`config.mk`:
```
export PLATFORM = sky130hd
export DESIGN_NAME = notify_retry_sender
export DESIGN_NICKNAME = d
export VERILOG_FILES = /design/src/rtl/core/nrs_pkg.sv /design/src/rtl/core/notify_retry_sender.sv /design/src/rtl/core/nrs_cfg_regs.sv /design/src/rtl/core/nrs_engine.sv
export SDC_FILE = /design/constraint.sdc
export NUM_CORES = 1
export LEC_CHECK = 0
export ABC_CLOCK_PERIOD_IN_PS = 3650
export BUFFER_PORTS_ARGS = -buffer_cell sky130_fd_sc_hd__buf_2
export CAP_MARGIN = 0
export CORE_UTILIZATION = 30
export CTS_CLUSTER_SIZE = 30
export DETAILED_ROUTE_END_ITERATION = 10
export PLACE_DENSITY = 0.44
export SYNTH_ARGS = -nofsm -noshare
export SYNTH_HDL_FRONTEND = slang
export SYNTH_SLANG_ARGS = --single-unit
```
`constraint.sdc`:
```
create_clock -name i_clk -period 3.65 [get_ports i_clk]
set_input_delay 0.365 -clock i_clk [delete_from_list [all_inputs] [get_ports i_clk]]
set_output_delay 0.365 -clock i_clk [all_outputs]
set_load 0.02 [all_outputs]
```
`src/rtl/core/nrs_pkg.sv`:
```
`timescale 1ns / 1ps

package nrs_pkg;

    // Field widths of the transfer payloads and configuration registers.
    localparam int KIND_W     = 2;
    localparam int OPCODE_W   = 4;
    localparam int RCODE_W    = 4;
    localparam int ID_W       = 16;
    localparam int TCOUNT_W   = 5;
    localparam int INTERVAL_W = 16;
    localparam int MAXRET_W   = 4;
    localparam int ATTEMPT_W  = 5;
    localparam int TIDX_W     = 4;
    localparam int CFG_DATA_W = 16;

    // Item kinds.
    localparam logic [KIND_W-1:0] KIND_START = 2'd0;
    localparam logic [KIND_W-1:0] KIND_REPLY = 2'd1;
    localparam logic [KIND_W-1:0] KIND_TICK  = 2'd2;

    // DNS header codes that make a reply acceptable.
    localparam logic [OPCODE_W-1:0] OPC_NOTIFY    = 4'd4;
    localparam logic [RCODE_W-1:0]  RCODE_NOERROR = 4'd0;
    localparam logic [RCODE_W-1:0]  RCODE_NOTIMP  = 4'd4;

    // Reset values of the configuration registers.
    localparam logic [INTERVAL_W-1:0] RETRY_INTERVAL_RST = 16'd15;
    localparam logic [MAXRET_W-1:0]   MAX_RETRIES_RST    = 4'd5;

    typedef enum logic [1:0] {
        CFG_TARGET_COUNT   = 2'd0,
        CFG_RETRY_INTERVAL = 2'd1,
        CFG_MAX_RETRIES    = 2'd2,
        CFG_SOA_KNOWN      = 2'd3
    } t_cfg_idx;

    typedef struct packed {
        logic [TCOUNT_W-1:0]   target_count;
        logic [INTERVAL_W-1:0] retry_interval;
        logic [MAXRET_W-1:0]   max_retries;
        logic                  soa_known;
    } t_cfg;

    typedef struct packed {
        logic [KIND_W-1:0]   kind;
        logic [OPCODE_W-1:0] reply_opcode;
        logic                reply_is_response;
        logic [ID_W-1:0]     reply_id;
        logic [RCODE_W-1:0]  reply_rcode;
        logic [ID_W-1:0]     fresh_id;
    } t_in_item;

    typedef struct packed {
        logic                 send_now;
        logic [TIDX_W-1:0]    target_index;
        logic [ID_W-1:0]      sent_id;
        logic [ATTEMPT_W-1:0] attempt_number;
        logic                 include_soa;
        logic                 busy_res;
        logic                 finished;
    } t_out_item;

endpackage

```
`src/rtl/core/notify_retry_sender.sv`:
```
`timescale 1ns / 1ps
// Path: a transfer accepted on the input is held in the input register, then
// written into the result register, which offers it on the output.
// Throughput: one item per cycle; a full result register that is stalled
// holds the input register, which then stalls the input channel.
// Reset (i_rst_n low, synchronous) empties both registers, ends any round and
// loads the configuration defaults: no targets, interval 15, max retries 5.
module notify_retry_sender #(
    parameter int MAX_TARGETS = 16
) (
    input  logic                           i_clk,
    input  logic                           i_rst_n,
    input  logic                           i_in_valid,
    input  nrs_pkg::t_in_item              i_in_data,
    output logic                           o_in_stall,
    output logic                           o_out_valid,
    output nrs_pkg::t_out_item             o_out_data,
    input  logic                           i_out_stall,
    input  logic                           i_cfg_we,
    input  nrs_pkg::t_cfg_idx              i_cfg_idx,
    input  logic [nrs_pkg::CFG_DATA_W-1:0] i_cfg_data
);
    import nrs_pkg::*;

    // Input register: holds one accepted transfer until the engine can take it.
    logic      r_in_valid;
    t_in_item  r_in_data;
    // Result register: the engine writes here; the output channel drains it.
    logic      r_out_valid;
    t_out_item r_out_data;

    t_cfg      cfg;
    t_out_item result;
    logic      go;
    logic      in_take;

    // The engine processes the held item when the result register is empty
    // or is being emptied in this same cycle.
    assign go      = r_in_valid && (!r_out_valid || !i_out_stall);
    assign in_take = i_in_valid && !o_in_stall;

    // The input register can refill in the cycle it hands its item over.
    assign o_in_stall = r_in_valid && !go;

    nrs_cfg_regs u_cfg (
        .i_clk      (i_clk),
        .i_rst_n    (i_rst_n),
        .i_cfg_we   (i_cfg_we),
        .i_cfg_idx  (i_cfg_idx),
        .i_cfg_data (i_cfg_data),
        .o_cfg      (cfg)
    );

    nrs_engine #(
        .MAX_TARGETS (MAX_TARGETS)
    ) u_engine (
        .i_clk    (i_clk),
        .i_rst_n  (i_rst_n),
        .i_go     (go),
        .i_item   (r_in_data),
        .i_cfg    (cfg),
        .o_result (result)
    );

    always_ff @(posedge i_clk) begin
        if (!i_rst_n) begin
            r_in_valid  <= 1'b0;
            r_out_valid <= 1'b0;
        end else begin
            if (in_take) begin
                r_in_valid <= 1'b1;
            end else if (go) begin
                r_in_valid <= 1'b0;
            end

            if (go) begin
                r_out_valid <= 1'b1;
            end else if (!i_out_stall) begin
                r_out_valid <= 1'b0;
            end
        end
    end

    // Payload registers carry no reset.
    always_ff @(posedge i_clk) begin
        if (in_take) begin
            r_in_data <= i_in_data;
        end
        if (go) begin
            r_out_data <= result;
        end
    end

    assign o_out_valid = r_out_valid;
    assign o_out_data  = r_out_data;

`ifndef SYNTHESIS
    a_held_item_kept: assert property (@(posedge i_clk) disable iff (!i_rst_n)
        r_in_valid && !go |=> r_in_valid && $stable(r_in_data))
        else $error("held input item lost before processing");

    a_result_held: assert property (@(posedge i_clk) disable iff (!i_rst_n)
        r_out_valid && i_out_stall |=> r_out_valid && $stable(r_out_data))
        else $error("stalled result changed before its transfer");

    a_stall_needs_item: assert property (@(posedge i_clk) disable iff (!i_rst_n)
        o_in_stall |-> r_in_valid)
        else $error("input stalled while the input register is empty");
`endif

endmodule

```
`src/rtl/core/nrs_cfg_regs.sv`:
```
`timescale 1ns / 1ps

module nrs_cfg_regs (
    input  logic                               i_clk,
    input  logic                               i_rst_n,
    input  logic                               i_cfg_we,
    input  nrs_pkg::t_cfg_idx                  i_cfg_idx,
    input  logic [nrs_pkg::CFG_DATA_W-1:0]     i_cfg_data,
    output nrs_pkg::t_cfg                      o_cfg
);
    import nrs_pkg::*;

    t_cfg r_cfg;

    always_ff @(posedge i_clk) begin
        if (!i_rst_n) begin
            r_cfg.target_count   <= '0;
            r_cfg.retry_interval <= RETRY_INTERVAL_RST;
            r_cfg.max_retries    <= MAX_RETRIES_RST;
            r_cfg.soa_known      <= 1'b0;
        end else if (i_cfg_we) begin
            unique case (i_cfg_idx)
                CFG_TARGET_COUNT:   r_cfg.target_count   <= i_cfg_data[TCOUNT_W-1:0];
                CFG_RETRY_INTERVAL: r_cfg.retry_interval <= i_cfg_data[INTERVAL_W-1:0];
                CFG_MAX_RETRIES:    r_cfg.max_retries    <= i_cfg_data[MAXRET_W-1:0];
                CFG_SOA_KNOWN:      r_cfg.soa_known      <= i_cfg_data[0];
                default:            r_cfg                <= r_cfg;
            endcase
        end
    end

    assign o_cfg = r_cfg;

endmodule

```
`src/rtl/core/nrs_engine.sv`:
```
`timescale 1ns / 1ps

module nrs_engine #(
    parameter int MAX_TARGETS = 16
) (
    input  logic               i_clk,
    input  logic               i_rst_n,
    input  logic               i_go,
    input  nrs_pkg::t_in_item  i_item,
    input  nrs_pkg::t_cfg      i_cfg,
    output nrs_pkg::t_out_item o_result
);
    import nrs_pkg::*;

    localparam int TW   = (MAX_TARGETS > 1) ? $clog2(MAX_TARGETS) : 1;
    localparam int CMPW = (TW + 1 > TCOUNT_W) ? TW + 1 : TCOUNT_W;

    logic                  r_active;
    logic [TW-1:0]         r_cur;
    logic [ATTEMPT_W-1:0]  r_retry;
    logic [INTERVAL_W-1:0] r_cd;
    logic [ID_W-1:0]       r_pid;

    logic                  n_active;
    logic [TW-1:0]         n_cur;
    logic [ATTEMPT_W-1:0]  n_retry;
    logic [INTERVAL_W-1:0] n_cd;
    logic [ID_W-1:0]       n_pid;

    logic [CMPW-1:0]       tc_ext;
    logic [CMPW-1:0]       eff_count;
    logic                  is_last;
    logic                  reply_good;
    logic                  timeout;
    logic [ATTEMPT_W-1:0]  retry_inc;
    logic                  adv;
    logic                  send;
    logic                  fin;

    // Target count is clamped to the list capacity.
    assign tc_ext    = CMPW'(i_cfg.target_count);
    assign eff_count = (tc_ext > CMPW'(MAX_TARGETS)) ? CMPW'(MAX_TARGETS) : tc_ext;
    assign is_last   = (CMPW'(r_cur) + CMPW'(1)) >= eff_count;

    assign reply_good = (i_item.reply_opcode == OPC_NOTIFY) && i_item.reply_is_response &&
                        (i_item.reply_id == r_pid) &&
                        ((i_item.reply_rcode == RCODE_NOERROR) ||
                         (i_item.reply_rcode == RCODE_NOTIMP));
    assign timeout    = r_cd <= INTERVAL_W'(1);
    assign retry_inc  = r_retry + ATTEMPT_W'(1);

    always_comb begin
        n_active = r_active;
        n_cur    = r_cur;
        n_retry  = r_retry;
        n_cd     = r_cd;
        n_pid    = r_pid;
        adv      = 1'b0;
        send     = 1'b0;
        fin      = 1'b0;

        unique case (i_item.kind)
            KIND_START: begin
                if (eff_count != '0) begin
                    n_active = 1'b1;
                    n_cur    = '0;
                    n_retry  = '0;
                    n_cd     = '0;
                end
            end
            KIND_REPLY: begin
                if (r_active) begin
                    adv  = reply_good;
                    send = 1'b1;
                end
            end
            KIND_TICK: begin
                if (r_active) begin
                    if (timeout) begin
                        n_retry = retry_inc;
                        adv     = retry_inc > ATTEMPT_W'(i_cfg.max_retries);
                        send    = 1'b1;
                    end else begin
                        n_cd = r_cd - INTERVAL_W'(1);
                    end
                end
            end
            default: begin
            end
        endcase

        // Moving past the last target closes the round and suppresses the send.
        if (adv) begin
            n_retry = '0;
            if (is_last) begin
                n_active = 1'b0;
                n_cur    = '0;
                n_cd     = '0;
                fin      = 1'b1;
                send     = 1'b0;
            end else begin
                n_cur = r_cur + TW'(1);
            end
        end

        if (send) begin
            n_pid = i_item.fresh_id;
            n_cd  = i_cfg.retry_interval;
        end

        o_result.send_now       = send;
        o_result.target_index   = TIDX_W'(n_cur);
        o_result.sent_id        = send ? n_pid : '0;
        o_result.attempt_number = send ? n_retry : '0;
        o_result.include_soa    = send & i_cfg.soa_known;
        o_result.busy_res       = n_active;
        o_result.finished       = fin;
    end

    always_ff @(posedge i_clk) begin
        if (!i_rst_n) begin
            r_active <= 1'b0;
            r_cur    <= '0;
            r_retry  <= '0;
            r_cd     <= '0;
            r_pid    <= '0;
        end else if (i_go) begin
            r_active <= n_active;
            r_cur    <= n_cur;
            r_retry  <= n_retry;
            r_cd     <= n_cd;
            r_pid    <= n_pid;
        end
    end

`ifndef SYNTHESIS
    a_idle_is_clear: assert property (@(posedge i_clk) disable iff (!i_rst_n)
        !r_active |-> (r_cur == '0) && (r_retry == '0) && (r_cd == '0))
        else $error("idle engine holds stale round state");

    a_finish_ends_round: assert property (@(posedge i_clk) disable iff (!i_rst_n)
        i_go && o_result.finished |=> !r_active)
        else $error("round still active after finishing");

    a_send_reloads: assert property (@(posedge i_clk) disable iff (!i_rst_n)
        i_go && o_result.send_now |=>
            (r_cd == $past(i_cfg.retry_interval)) && (r_pid == $past(i_item.fresh_id)))
        else $error("send did not reload countdown and pending ID");
`endif

endmodule

```
After elaboration in Yosys (flattened, before gate mapping)
Index checks and enable logic that the tools add are counted.
{"block": "op_classes", "add_sub_neg": 4, "n_lt_le_gt_ge": 4, "eq_ne": 9, "mux": 37, "n_bitwise": 1, "n_reduce_logical": 21}
{"cell": "$mux 16", "n": 7}
{"cell": "$pmux 16 s2", "n": 1}
{"cell": "$mux 5", "n": 5}
{"cell": "$mux 1", "n": 17}
{"cell": "$eq 16x16->1", "n": 1}
{"cell": "$le 16x1->1 const B", "n": 1}
{"cell": "$mux 4", "n": 4}
{"cell": "$sub 16x1->16 const B", "n": 1}
{"cell": "$pmux 5 s2", "n": 1}
{"cell": "$eq 4x3->1 const B", "n": 2}
{"cell": "$reduce_and 2->1", "n": 4}
{"cell": "$eq 2x2->1 const B", "n": 3}
{"cell": "$logic_and 1x1->1", "n": 6}
{"cell": "$add 4x1->5 const B", "n": 1}
{"cell": "$add 5x1->5 const B", "n": 1}
{"cell": "$ge 5x5->1", "n": 1}
{"cell": "$gt 5x4->1", "n": 1}
{"cell": "$gt 5x5->1 const B", "n": 1}
{"cell": "$reduce_bool 5->1", "n": 1}
{"cell": "$add 4x1->4 const B", "n": 1}
{"cell": "$eq 2x1->1 const B", "n": 2}
{"cell": "$logic_not 1->1", "n": 4}
{"cell": "$logic_not 2->1", "n": 2}
{"cell": "$logic_not 4->1", "n": 1}
{"cell": "5 further kinds", "n": 7}
{"block": "word_totals", "regBits": 142, "inputBits": 66, "out_inout_bits": 31, "wordCells": 100}

Depth between registers and ports, before layout
{"block": "depth", "depth_word": 8, "depth_mapped": 11, "ltp_nobuf": 11}

Hierarchy
Synthesis repeated with hierarchy kept, for this count alone.
{"block": "hier_totals", "cells_unflattened": 620, "hier_area_um2": 6642.6}
{"mod": "nrs_engine", "instances": 1, "cells_each": 430, "area_per_inst_um2": 3350.7, "seq_area_each_um2": 840.8}
{"mod": "notify_retry_sender", "instances": 1, "cells_each": 80, "area_per_inst_um2": 2245.9, "seq_area_each_um2": 2202.1}
{"mod": "nrs_cfg_regs", "instances": 1, "cells_each": 110, "area_per_inst_um2": 1046.0, "seq_area_each_um2": 520.5}

Least setup slack after synthesis
No wires, ideal clock.
{"block": "synth_timing", "path_type": "flip-flop to flip-flop", "start": "register r_out_valid, in the netlist o_out_valid", "end": "register r_in_data[0] (netlist bit) (enable)", "setup_ns": 0.446, "arrival_ns": 2.546, "required_time_ns": 3.204, "setup_slack_ns": 0.658, "stages_incl_launch_ff": 3, "n_path_buf": 0, "period_less_slack_ns": 2.992, "path_cell_list": "dfxtp_1 > and3_1 > nor2b_1"}
{"block": "synth_between", "elab_chain_len": 7}
{"item": "start: declaration", "line": "notify_retry_sender.sv:29", "rtl": "logic r_out_valid;"}
{"item": "start signal: assignment", "line": "notify_retry_sender.sv:68", "rtl": "r_out_valid <= 1'b0;"}
{"item": "start signal: assignment", "line": "notify_retry_sender.sv:77", "rtl": "r_out_valid <= 1'b1;"}
{"item": "start signal: assignment", "line": "notify_retry_sender.sv:79", "rtl": "r_out_valid <= 1'b0;"}
{"item": "$logic_not 1->1", "line": "notify_retry_sender.sv:39", "rtl": "assign go = r_in_valid && (!r_out_valid || !i_out_stall);"}
{"item": "$logic_or 1x1->1", "line": "notify_retry_sender.sv:39"}
{"item": "$logic_and 1x1->1", "line": "notify_retry_sender.sv:39"}
{"item": "$logic_not 1->1", "line": "notify_retry_sender.sv:43", "rtl": "assign o_in_stall = r_in_valid && !go;"}
{"item": "$logic_and 1x1->1", "line": "notify_retry_sender.sv:43"}
{"item": "via o_in_stall", "line": "notify_retry_sender.sv:15", "rtl": "output logic o_in_stall,"}
{"item": "$logic_not 1->1", "line": "notify_retry_sender.sv:40", "rtl": "assign in_take = i_in_valid && !o_in_stall;"}
{"item": "$logic_and 1x1->1", "line": "notify_retry_sender.sv:40"}
{"item": "via in_take", "line": "notify_retry_sender.sv:35", "rtl": "logic in_take;"}
{"item": "end signal: assignment", "line": "notify_retry_sender.sv:87", "rtl": "r_in_data <= i_in_data;"}
{"item": "end: declaration", "line": "notify_retry_sender.sv:27", "rtl": "t_in_item r_in_data;"}
The timed path passes the listed nets, and every way through them passes these cells.
A chain may end at the register's enable or synchronous reset.

==> impl_metrics.yaml <==
clocking:
  cts_num_sinks: 141
  numCtsBuffers: 17
  cts_hold_buf: 0
  cts_tree: "built"
  clk_pin_slew_ns: 0.06
  clock_tree.root_cell: "clkbuf_16"
  cts_resized: 0
  insertion_delay_ns: 0.42
  cts_htree_levels: 4
  postCtsSetupBuffers: 0
  cts_buffer_depth: 2
logic_synthesis:
  ys_ff_latch: 141
  synth-simple-area-share: 0.198
  synth.yosys.seq_area_share: 0.550
  synth_top_family_by_area: "simple AND/OR/NAND/NOR gates"
  synth-edff-count: 71
  yosysMostFrequentCell: "nand2_1"
  synth_ff_type: "edfxtp_1"
  yosys-mux-area-fraction: 0.0454
  ys.warnings.count: 0
  netlist_instances: 629
  post_synth_fa_ha_maj_area_fraction: 0.0311
  synthXorXnorAreaFrac: 0.0273
  syn-num-nets: 711
  netlist_top_cells_area: "edfxtp_1, dfxtp_1, nand2_1"
  synth_cell_type_count: 57
  syn_area_mm2: 0.00643
  synthArstFlopShare: 0
  synth_common_cells: "nand2_1, edfxtp_1, dfxtp_1, o21ai_0, mux2i_1"
  synth_compound_area_frac: 0.121
  yosysTopAreaCell: "edfxtp_1"
  syn_avg_cell_area_um2: 10.2
  synth_top_area_share: 0.332
detailed_routing:
  dr.max_layer_used: "met4"
  firstDrtPassIters: 4
  wl_met2_mm: 7.85
  viasPerCell: 4.83
  drt-met1-wl_mm: 7.40
  wl_per_cell_um: 16.0
  drc: 0
  wl_met3_um: 714
  num_vias: 4909
  routed_wl_mm: 16.3
  drt_iter0_markers: 263
  ant_nets: 0
layout:
  drive_above_1_share: 0.198
  syn2layout_area_growth_pct: 20.8
  nets: 811
  multi_input_area_mm2: 0.00272
  register_area_mm2: 0.00353
  final_util: 0.369
  n_antenna_cell: 0
  fillers: 2091
  final_cells: 1017
power:
  seq_power_share: 0.494
  p_sw_frac: 0.242
  powerDensity_mw_per_mm2: 455
  power_frac_clock: 0.439
  combPwrFrac: 0.067
  static-leakage-power_nw: 2.94
  p_sw_mw: 0.853
  vdd_drop_max_mv: 0.301
  power.internal_mw: 2.68
sta:
  final.setup.tns_ns: 0
  slew_headroom: 0.124
  fin_worst_skew_ns: 0.00845
  rsz0062_at_grt: "no"
  holdWs_ns: 0.120
  min_period_ns: 3.11
  finalSetupViolCount: 0
  slew_viol_final: 0
  max_freq_mhz: 321
  hold_viol: 0
  fin_crit_sh: 0.853
  worst_pin_slew_ns: 1.31
global_route:
  grt_pass1_vias: 4925
  grt-ovfl-total: 0
  antenna_found_initial: 0
  grt_pass1_wl_mm: 26.1
  gr-usage-all-layers: 0.155
  grt_max_degree: 71
floorplan:
  floorplan.die.height_um: 148
  initial_core_util: 0.306
  io_pins: 97
  core-area_mm2: 0.0210
  die-area_mm2: 0.0220
  die_x_um: 148
  rows: 53
run:
  drv_cap: 0
run_status:
  status: "completed"
setup_path:
  cp-end-kind: "register"
  r2r-start: "u_engine.r_cur[0]"
  reg2reg_depth: 11
  reg2reg_slack_ns: 0.54
  crit_fanout: 4
  worstReg2RegEnd: "o_out_data[26]"
  startpoint_type: "register"
  crit_arrival_ns: 3.33
  startpoint: "u_engine.r_cur[0]"
  worstSetupPathType: "register to register"
  worstPathRequired_ns: 3.87
  critPathCapture: "o_out_data[26]"
placed_design:
  dp_hpwl_mm: 11.6
  dpl.cell_count: 985
  io_buffers: 95
  gp_congestion: 0.792
hold_path:
  holdCritPathClass: "input pin to register"
sequential cells by signal, indices dropped and copies added (netlist names):
register,count
u_engine.r_pid,16
u_engine.r_cur,4
u_engine.r_cd,16
o_out_data,29
r_in_data,42
u_cfg.o_cfg,26
r_in_valid,1
o_out_valid,1
u_engine.r_retry,5
u_engine.r_active,1
per-stage QoR:
stage               cell area [um2]  total power [mW]  setup WS [ns]
finish                         7760              3.53          0.538
global route                   7760              3.67          0.354
CTS                            7760              3.58          0.577
detailed placement             7240              2.02          0.612
global placement               7240              2.01          0.686
floorplan                      6430              1.91          0.658
cells in the final DEF, fill, tap and decap left out, drive strengths merged, types with 4 or more instances in the layout:
cell / netlist / routed
nand2: 121 / 121
buf: 4 / 108
edfxtp: 71 / 71
dfxtp: 70 / 70
o21ai: 36 / 36
mux2i: 28 / 28
nand3: 27 / 27
nor2: 23 / 23
and2: 21 / 21
a21oi: 20 / 20
inv: 17 / 20
clkbuf: 23 / 20
ha: 16 / 16
a21boi: 14 / 14
nor2b: 14 / 14
nand4: 13 / 13
nor3: 12 / 12
xor2: 11 / 11
xnor2: 9 / 9
nor4: 8 / 8
clkinv: 0 / 7
o22ai: 6 / 6
a21o: 5 / 5
o31ai: 5 / 5
and3: 4 / 4
o311ai: 4 / 4
critical path: stages, from the launching register on:
cell	delay, ns
dfxtp_1	0.35
ha_1	0.24
nor2b_1	0.16
or2_2	0.29
ha_1	0.31
a21oi_1	0.11
o21ai_0	0.10
a31oi_1	0.36
inv_1	0.11
o32ai_1	0.53
o21ai_0	0.21
o21ai_0	0.16
worst min path at each step:
stage | startpoint | end | slack, ns | depth (start not counted)
3_5_place_dp | u_engine.r_pid[15] | u_engine.r_pid[15] | 0.46 | 2
3_3_place_gp | u_engine.r_pid[15] | u_engine.r_pid[15] | 0.46 | 2
6_report | i_in_data[30] | r_in_data[30] | 0.12 | 1
4_1_cts | i_in_data[7] | r_in_data[7] | 0.10 | 1
5_1_grt | i_in_data[13] | r_in_data[13] | 0.10 | 1
2_1_floorplan | u_cfg.o_cfg[6] | u_cfg.o_cfg[6] | 0.44 | 2
power by group through the flow:
stage | clock network [mW] | registers [mW] | logic [mW]
floorplan | 0 | 1.79 | 0.113
global placement | 0 | 1.78 | 0.236
detailed placement | 0 | 1.78 | 0.237
CTS | 1.60 | 1.74 | 0.237
global route | 1.66 | 1.75 | 0.259
finish | 1.55 | 1.74 | 0.235
final cells by class:
| class | count | share of cell area |
|---|---|---|
| Timing Repair Buffer | 108 | 0.0738 |
| Tap cell | 275 | 0.0443 |
| Multi-Input combinational cell | 444 | 0.351 |
| Clock inverter | 12 | 0.0118 |
| Sequential cell | 141 | 0.455 |
| Clock buffer | 20 | 0.0562 |
| Inverter | 17 | 0.00822 |
cells by family (layout without fill, tap and decap cells):
| group | count (synthesis) | count (layout) |
|---|---|---|
| compound gates | 118 | 118 |
| xor+xnor | 20 | 20 |
| fa+ha+maj | 16 | 16 |
| simple gates | 261 | 261 |
| buf+inv | 44 | 157 |
| flops | 141 | 141 |
| mux | 29 | 29 |
per-layer routing:
| metal | up-vias | GRT usage |
|---|---|---|
| li1 | 2466 | - |
| met1 | 2290 | 0.193 |
| met2 | 134 | 0.261 |
| met3 | 19 | 0.0328 |
| met4 | 0 | 0.0603 |
| met5 | - | 0 |
No activity file was read; power rests on OpenSTA's default activity.
